<file path="config.mk">
export PLATFORM = sky130hd
export DESIGN_NAME = epoch_seconds_to_calendar
export DESIGN_NICKNAME = d
export VERILOG_FILES = /design/src/hdl/epc_pkg.sv /design/src/hdl/epc_month_decode.sv /design/src/hdl/epoch_seconds_to_calendar.sv
export SDC_FILE = /design/constraint.sdc
export NUM_CORES = 2
export LEC_CHECK = 0
export BUFFER_PORTS_ARGS = -buffer_cell sky130_fd_sc_hd__buf_2
export CAP_MARGIN = 10
export CORE_ASPECT_RATIO = 0.6
export CORE_UTILIZATION = 65
export CTS_CLUSTER_DIAMETER = 60
export DETAILED_ROUTE_END_ITERATION = 8
export PLACE_DENSITY = 0.82
export SYNTH_ARGS = -nofsm -noshare
export SYNTH_HDL_FRONTEND = slang
export SYNTH_SLANG_ARGS = --single-unit
</file>
<file path="constraint.sdc">
create_clock -name clk -period 16.57 [get_ports clk]
set_clock_uncertainty 0.05 [all_clocks]
set_input_delay 3.314 -clock clk [delete_from_list [all_inputs] [get_ports clk]]
set_output_delay 3.314 -clock clk [all_outputs]
set_load 0.01 [all_outputs]
</file>
<file path="src/hdl/epc_pkg.sv">
// ---------------------------------------------------------------------------
// epc_pkg
// Shared constants and the month start table for the epoch seconds to
// calendar converter.
// ---------------------------------------------------------------------------
`timescale 1ns / 1ps

package epc_pkg;

  // seconds from 1970-01-01 to 2000-01-01
  localparam logic [31:0] EPOCH_2000_OFFSET = 32'd946684800;

  localparam logic [16:0] SECS_PER_DAY  = 17'd86400;
  localparam logic [11:0] SECS_PER_HOUR = 12'd3600;
  localparam logic [5:0]  SECS_PER_MIN  = 6'd60;
  localparam logic [10:0] DAYS_PER_QUAD = 11'd1461;
  localparam logic [8:0]  DAYS_LEAP     = 9'd366;
  localparam logic [8:0]  DAYS_COMMON   = 9'd365;

  // floor reciprocals; quotient is low by at most one, fixed by one compare
  localparam logic [31:0] RECIP_DAY  = 32'd3257812230;  // 2^48 / 86400
  localparam logic [20:0] RECIP_HOUR = 21'd1193046;     // 2^32 / 3600
  localparam logic [21:0] RECIP_QUAD = 22'd2939744;     // 2^32 / 1461
  localparam logic [18:0] RECIP_MIN  = 19'd279620;      // 2^24 / 60

  localparam int unsigned MONTHS = 12;

  // day of year at which month idx (0 = January) starts
  function automatic logic [8:0] month_start(input logic [3:0] idx, input logic leap);
    logic [8:0] base;
    case (idx)
      4'd0:    base = 9'd0;
      4'd1:    base = 9'd31;
      4'd2:    base = 9'd59;
      4'd3:    base = 9'd90;
      4'd4:    base = 9'd120;
      4'd5:    base = 9'd151;
      4'd6:    base = 9'd181;
      4'd7:    base = 9'd212;
      4'd8:    base = 9'd243;
      4'd9:    base = 9'd273;
      4'd10:   base = 9'd304;
      4'd11:   base = 9'd334;
      default: base = 9'd0;
    endcase
    // february 29 shifts every later month by one day
    if (leap && idx >= 4'd2) begin
      base = base + 9'd1;
    end
    return base;
  endfunction

endpackage

</file>
<file path="src/hdl/epc_month_decode.sv">
// ---------------------------------------------------------------------------
// epc_month_decode
// Splits a zero-based day of year into month and day of month, using
// parallel compares against the month start table.
// ---------------------------------------------------------------------------
`timescale 1ns / 1ps

module epc_month_decode (
  input  logic [8:0] day_of_year,
  input  logic       leap,
  output logic [3:0] month,
  output logic [4:0] day_of_month
);

  logic [3:0] month_idx;
  logic [8:0] day_offset;

  // last month whose start is not past the day of year
  always_comb begin
    month_idx = 4'd0;
    for (int k = 1; k < epc_pkg::MONTHS; k++) begin
      if (day_of_year >= epc_pkg::month_start(4'(k), leap)) begin
        month_idx = 4'(k);
      end
    end
  end

  // one-based month and day
  assign day_offset   = day_of_year - epc_pkg::month_start(month_idx, leap) + 9'd1;
  assign day_of_month = day_offset[4:0];
  assign month        = month_idx + 4'd1;

endmodule

</file>
<file path="src/hdl/epoch_seconds_to_calendar.sv">
// ---------------------------------------------------------------------------
// epoch_seconds_to_calendar
// Converts seconds since 1970 into UTC time and date counted from 2000,
// with every fourth year leap (2100 included).
//
//   channel   handshake                  payload
//   input     item_valid / item_stall    unix_seconds
//   output    result_valid / result_stall second, minute, hour, day_of_month,
//                                         month, year_since_2000, out_of_range
//
// One timestamp is taken every cycle while item_stall is low; each result passes through stage registers s1 to s7.
// The cycle time is set by the 32 x 32 reciprocal multiply for the day split.
// rst (synchronous) clears only the stage valid bits.
// A stalled output holds its beat; stages behind it keep filling empty slots
// and stall only once every stage ahead of them is occupied.
// ---------------------------------------------------------------------------
`timescale 1ns / 1ps

module epoch_seconds_to_calendar (
  input  logic        clk,
  input  logic        rst,
  input  logic        item_valid,
  output logic        item_stall,
  input  logic [31:0] unix_seconds,
  output logic        result_valid,
  input  logic        result_stall,
  output logic [5:0]  second,
  output logic [5:0]  minute,
  output logic [4:0]  hour,
  output logic [4:0]  day_of_month,
  output logic [3:0]  month,
  output logic [6:0]  year_since_2000,
  output logic        out_of_range
);

  localparam int unsigned STAGES = 7;

  typedef struct packed {
    logic        oor;
    logic [31:0] secs;
  } s1_t;

  typedef struct packed {
    logic        oor;
    logic [31:0] secs;
    logic [15:0] day_q;
  } s2_t;

  typedef struct packed {
    logic        oor;
    logic [15:0] days;
    logic [16:0] sod;
  } s3_t;

  typedef struct packed {
    logic        oor;
    logic [15:0] days;
    logic [16:0] sod;
    logic [5:0]  hour_q;
    logic [5:0]  quad_q;
  } s4_t;

  typedef struct packed {
    logic        oor;
    logic [4:0]  hour;
    logic [11:0] soh;
    logic [4:0]  quads;
    logic [11:0] doq;
  } s5_t;

  typedef struct packed {
    logic        oor;
    logic [4:0]  hour;
    logic [11:0] soh;
    logic [5:0]  min_q;
    logic [6:0]  year;
    logic [8:0]  doy;
    logic        leap;
  } s6_t;

  typedef struct packed {
    logic        oor;
    logic [5:0]  second;
    logic [5:0]  minute;
    logic [4:0]  hour;
    logic [4:0]  day_of_month;
    logic [3:0]  month;
    logic [6:0]  year;
  } s7_t;

  logic [STAGES:1]   vld;
  logic [STAGES+1:1] rdy;

  s1_t s1, s1_next;
  s2_t s2, s2_next;
  s3_t s3, s3_next;
  s4_t s4, s4_next;
  s5_t s5, s5_next;
  s6_t s6, s6_next;
  s7_t s7, s7_next;

  // a stage takes a beat when empty or when the one ahead moves
  always_comb begin
    rdy[STAGES+1] = !result_stall;
    for (int k = STAGES; k >= 1; k--) begin
      rdy[k] = !vld[k] || rdy[k+1];
    end
  end

  assign item_stall   = !rdy[1];
  assign result_valid = vld[STAGES];

  // valid bits travel with the data
  always_ff @(posedge clk) begin
    if (rst) begin
      vld <= '0;
    end else begin
      if (rdy[1]) vld[1] <= item_valid;
      for (int k = 2; k <= STAGES; k++) begin
        if (rdy[k]) vld[k] <= vld[k-1];
      end
    end
  end

  // stage 1: range check and rebase to 2000
  always_comb begin
    s1_next.oor  = unix_seconds < epc_pkg::EPOCH_2000_OFFSET;
    s1_next.secs = unix_seconds - epc_pkg::EPOCH_2000_OFFSET;
  end

  // stage 2: reciprocal estimate of the day count
  logic [63:0] day_prod;
  always_comb begin
    day_prod      = 64'(s1.secs) * 64'(epc_pkg::RECIP_DAY);
    s2_next.oor   = s1.oor;
    s2_next.secs  = s1.secs;
    s2_next.day_q = day_prod[63:48];
  end

  // stage 3: day remainder and quotient fix
  logic [32:0] day_rem;
  always_comb begin
    day_rem     = {1'b0, s2.secs} - 33'(s2.day_q) * 33'(epc_pkg::SECS_PER_DAY);
    s3_next.oor = s2.oor;
    if (day_rem[17:0] >= 18'(epc_pkg::SECS_PER_DAY)) begin
      s3_next.days = s2.day_q + 16'd1;
      s3_next.sod  = 17'(day_rem[17:0] - 18'(epc_pkg::SECS_PER_DAY));
    end else begin
      s3_next.days = s2.day_q;
      s3_next.sod  = day_rem[16:0];
    end
  end

  // stage 4: reciprocal estimates of hour and four-year group
  logic [37:0] hour_prod;
  logic [37:0] quad_prod;
  always_comb begin
    hour_prod      = 38'(s3.sod) * 38'(epc_pkg::RECIP_HOUR);
    quad_prod      = 38'(s3.days) * 38'(epc_pkg::RECIP_QUAD);
    s4_next.oor    = s3.oor;
    s4_next.days   = s3.days;
    s4_next.sod    = s3.sod;
    s4_next.hour_q = hour_prod[37:32];
    s4_next.quad_q = quad_prod[37:32];
  end

  // stage 5: hour and group remainders with quotient fix
  logic [17:0] hour_rem;
  logic [16:0] quad_rem;
  logic [5:0]  hour_fix;
  logic [5:0]  quad_fix;
  always_comb begin
    hour_rem    = {1'b0, s4.sod} - 18'(s4.hour_q) * 18'(epc_pkg::SECS_PER_HOUR);
    quad_rem    = {1'b0, s4.days} - 17'(s4.quad_q) * 17'(epc_pkg::DAYS_PER_QUAD);
    s5_next.oor = s4.oor;
    if (hour_rem[12:0] >= 13'(epc_pkg::SECS_PER_HOUR)) begin
      hour_fix    = s4.hour_q + 6'd1;
      s5_next.soh = 12'(hour_rem[12:0] - 13'(epc_pkg::SECS_PER_HOUR));
    end else begin
      hour_fix    = s4.hour_q;
      s5_next.soh = hour_rem[11:0];
    end
    if (quad_rem[11:0] >= 12'(epc_pkg::DAYS_PER_QUAD)) begin
      quad_fix    = s4.quad_q + 6'd1;
      s5_next.doq = quad_rem[11:0] - 12'(epc_pkg::DAYS_PER_QUAD);
    end else begin
      quad_fix    = s4.quad_q;
      s5_next.doq = quad_rem[11:0];
    end
    s5_next.hour  = hour_fix[4:0];
    s5_next.quads = quad_fix[4:0];
  end

  // stage 6: minute estimate and year within the four-year group
  logic [30:0] min_prod;
  logic [11:0] after_leap;
  logic [1:0]  year_off;
  always_comb begin
    min_prod      = 31'(s5.soh) * 31'(epc_pkg::RECIP_MIN);
    after_leap    = s5.doq - 12'(epc_pkg::DAYS_LEAP);
    s6_next.oor   = s5.oor;
    s6_next.hour  = s5.hour;
    s6_next.soh   = s5.soh;
    s6_next.min_q = min_prod[29:24];
    if (s5.doq < 12'(epc_pkg::DAYS_LEAP)) begin
      year_off     = 2'd0;
      s6_next.doy  = s5.doq[8:0];
      s6_next.leap = 1'b1;
    end else if (after_leap >= 12'(2 * epc_pkg::DAYS_COMMON)) begin
      year_off     = 2'd3;
      s6_next.doy  = 9'(after_leap - 12'(2 * epc_pkg::DAYS_COMMON));
      s6_next.leap = 1'b0;
    end else if (after_leap >= 12'(epc_pkg::DAYS_COMMON)) begin
      year_off     = 2'd2;
      s6_next.doy  = 9'(after_leap - 12'(epc_pkg::DAYS_COMMON));
      s6_next.leap = 1'b0;
    end else begin
      year_off     = 2'd1;
      s6_next.doy  = after_leap[8:0];
      s6_next.leap = 1'b0;
    end
    s6_next.year = {s5.quads, year_off};
  end

  // stage 7: minute fix, month split and range mask
  logic [11:0] min_rem;
  logic [5:0]  min_val;
  logic [5:0]  sec_val;
  logic [3:0]  month_val;
  logic [4:0]  dom_val;

  epc_month_decode u_month (
    .day_of_year  (s6.doy),
    .leap         (s6.leap),
    .month        (month_val),
    .day_of_month (dom_val)
  );

  always_comb begin
    min_rem = s6.soh - 12'(s6.min_q) * 12'(epc_pkg::SECS_PER_MIN);
    if (min_rem >= 12'(epc_pkg::SECS_PER_MIN)) begin
      min_val = s6.min_q + 6'd1;
      sec_val = 6'(min_rem - 12'(epc_pkg::SECS_PER_MIN));
    end else begin
      min_val = s6.min_q;
      sec_val = min_rem[5:0];
    end
    s7_next.oor = s6.oor;
    if (s6.oor) begin
      s7_next.second       = '0;
      s7_next.minute       = '0;
      s7_next.hour         = '0;
      s7_next.day_of_month = '0;
      s7_next.month        = '0;
      s7_next.year         = '0;
    end else begin
      s7_next.second       = sec_val;
      s7_next.minute       = min_val;
      s7_next.hour         = s6.hour;
      s7_next.day_of_month = dom_val;
      s7_next.month        = month_val;
      s7_next.year         = s6.year;
    end
  end

  // payload registers load with their stage
  always_ff @(posedge clk) begin
    if (rdy[1]) s1 <= s1_next;
    if (rdy[2]) s2 <= s2_next;
    if (rdy[3]) s3 <= s3_next;
    if (rdy[4]) s4 <= s4_next;
    if (rdy[5]) s5 <= s5_next;
    if (rdy[6]) s6 <= s6_next;
    if (rdy[7]) s7 <= s7_next;
  end

  // result beat
  assign second          = s7.second;
  assign minute          = s7.minute;
  assign hour            = s7.hour;
  assign day_of_month    = s7.day_of_month;
  assign month           = s7.month;
  assign year_since_2000 = s7.year;
  assign out_of_range    = s7.oor;

endmodule
</file>
==> run metrics <==
Die Wd 315 um; Detail Placement HPWL 72500 um; commonest non-fill, non-tap cell in the layout ha_1; met1 global-route usage 45.9%; layout cells sized above 1 4.65%; Synth Register Bits 257; post-route ant nets 0; DRT Pass-1 Iters 8; DIE AREA 59900 um^2; 1st-iter DRT viols 1922; failing checks design-rule violations; r2r endpoint s2[14]; number of H-tree levels 1; # setup viols final 0; RSZ-0062 raised after global routing false; via count 25300; met3 Use GR 8.34%; synth warn 0; Distinct cells, synth 87; Root Driver clkbuf_16; antenna violations before repair 0; area of the mapped netlist 38300 um^2; Net count, final 5017; Vias/cell 5.71; CTS resizes 0; hold buffer count at CTS 0; status complete, but fails checks; number of synthesized flops with an enable pin 250; Worst Max-Slew Pin Slew 1.14 ns; die height 190 um; Async S/R FF share, synth 0%; Worst Setup End Kind output pin; path depth of the worst reg2reg path 24; critical path launch point type input pin; # diodes 0; end point of the critical path item_stall; fin crit share 48.4%; Num Clock Sinks 257; GRT Overall Usage 30.1%; CTS tree done; RD Place Congestion 1.04; met2 Use GR 43.9%; TritonCTS Buffers 28; vias in the first global route 26100; DRC Markers 3; GRT overflow 0; worst skew pair latency 0.61 ns; Wirelength per Cell 19.5 um; Rows 68; reg2reg setup slack 8.67 ns; Layout area overhead 5.97%; Syn Inst Count 3541; max cap viols 0; CP arrival 4.66 ns; Max Freq 0.125 GHz; final setup TNS 0 ns; Synth Flop Type edfxtp_1; commonest non-fill, non-tap cells in the layout ha_1, inv_1, fa_1; area of the core 57900 um^2; placed standard-cell area 39600 um^2; cell area after layout 40600 um^2; Worst R2R Start s1[13]; # port buffers 71; fin. max-slew vios 0; Worst Path Max Fanout 35; CP Launch Point result_stall; sequential area share after synthesis 20.0%; Starting Density 66.2%; worst hold path type flip-flop to flip-flop; I/O pin count 72; setup repair bufs after CTS 0; syn avg cell area 10.8 um^2; Final Hold Fails 0; Net Count, Synth 4927; Req. time, crit path 13.21 ns; crit path time final 8.02 ns; largest net degree at the start of global routing 39; clk slew on worst S/H paths 0.07 ns; Top Usage Layer GRT met1; Post-Route WL 86100 um; global-route wire length before repair 140000 um; max_slew headroom 23.5%; kind of critical path input pin to output pin; Clock Path Buffers 3
-- cell usage after synthesis (6+ instances only) --
master | count | area [um^2]
a21boi_0 | 9 | 67.6
xnor2_1 | 127 | 1110
nand4_1 | 17 | 106
mux2_2 | 7 | 78.8
nor4_1 | 12 | 75.1
or2_2 | 11 | 68.8
o31ai_1 | 12 | 90.1
nand2_1 | 92 | 345
o21bai_1 | 10 | 75.1
o21a_1 | 14 | 105
a31oi_1 | 18 | 113
xor2_1 | 63 | 552
inv_1 | 837 | 3140
a211oi_1 | 18 | 135
nor3b_1 | 7 | 52.6
o211ai_1 | 14 | 105
a21o_1 | 41 | 308
clkbuf_1 | 14 | 52.6
nand2b_1 | 16 | 100
o21ai_0 | 85 | 425
nor2_1 | 99 | 372
nor2b_1 | 45 | 282
and3_1 | 14 | 87.6
ha_1 | 869 | 10900
o22ai_1 | 7 | 43.8
or3_1 | 13 | 81.3
fa_1 | 481 | 9630
edfxtp_1 | 250 | 7510
a211o_1 | 6 | 52.6
and2_1 | 8 | 50.1
nor3_1 | 37 | 185
dfxtp_1 | 7 | 140
o21ai_1 | 7 | 35.0
o31a_1 | 6 | 52.6
nand3_1 | 48 | 240
a21oi_1 | 122 | 611
-- critical path, cell delays in order --
cell	delay, ns
buf_2	0.11
and3_1	0.21
and3_1	0.26
nand4_1	0.11
buf_4	0.43
inv_1	0.07
buf_2	0.15
-- routing by layer --
metal | part of all wire [%] | wire, um
met5 | 0 | 0
met4 | 1.2 | 1030
met3 | 10 | 8620
met2 | 41 | 35500
met1 | 48 | 41000
-- sequential cells by signal, summed over array words and instances (netlist names), 7 cells and up --
| name | count |
|---|---|
| s6 | 41 |
| s1 | 33 |
| s2 | 35 |
| year_since_2000 | 7 |
| s4 | 38 |
| s3 | 34 |
| vld | 7 |
| s5 | 35 |
-- metrics by stage --
| step | hold WS (ns) | instances | util, % | worst slack (ns) |
|---|---|---|---|---|
| floorplan | 0.350 | 3541 | - | 7.95 |
| global placement | 0.351 | 4370 | 68.4 | 8.53 |
| detailed placement | 0.355 | 4370 | 68.4 | 8.53 |
| CTS | 0.363 | 4422 | 70.2 | 8.52 |
| global route | 0.374 | 4423 | 70.2 | 8.21 |
| finish | 0.363 | 4423 | 70.2 | 8.55 |
-- worst min path at each step --
| stage | from | slack, ns | end | depth (start not counted) |
|---|---|---|---|---|
| 6_report | s5[33] | 0.36 | s6[39] | 0 |
| 5_1_grt | s5[33] | 0.37 | s6[39] | 0 |
| 4_1_cts | s5[33] | 0.36 | s6[39] | 0 |
| 3_5_place_dp | s2[17] | 0.35 | s3[1] | 0 |
| 3_3_place_gp | s2[20] | 0.35 | s3[4] | 0 |
| 2_1_floorplan | s1[32] | 0.35 | s2[48] | 0 |
-- kinds of logic (layout without fill, tap and decap cells) --
family,Yosys count,in the layout,share of synthesized area (%)
AOI/OAI and AO/OA,431,431,7.47
DFF,257,257,20.0
and+or+nand+nor,439,439,5.80
adders and majority gates,1350,1350,53.5
muxes,13,13,0.366
xor gates and xnor gates,191,191,4.39
buffers and inverters,860,972,8.50
-- cell type report --
| class | instances | area, um^2 |
|---|---|---|
| clock buffers | 33 | 729 |
| well taps | 770 | 963 |
| clock inverters | 19 | 255 |
| fillers | 4198 | 17300 |
| inverters | 837 | 3140 |
| multi-input cells | 2424 | 27400 |
| flip-flops and latches | 257 | 7650 |
| repair buffers | 83 | 445 |
Power is not shown: default switching activity piles up to over one toggle a cycle in this logic, so the estimate is an artifact.
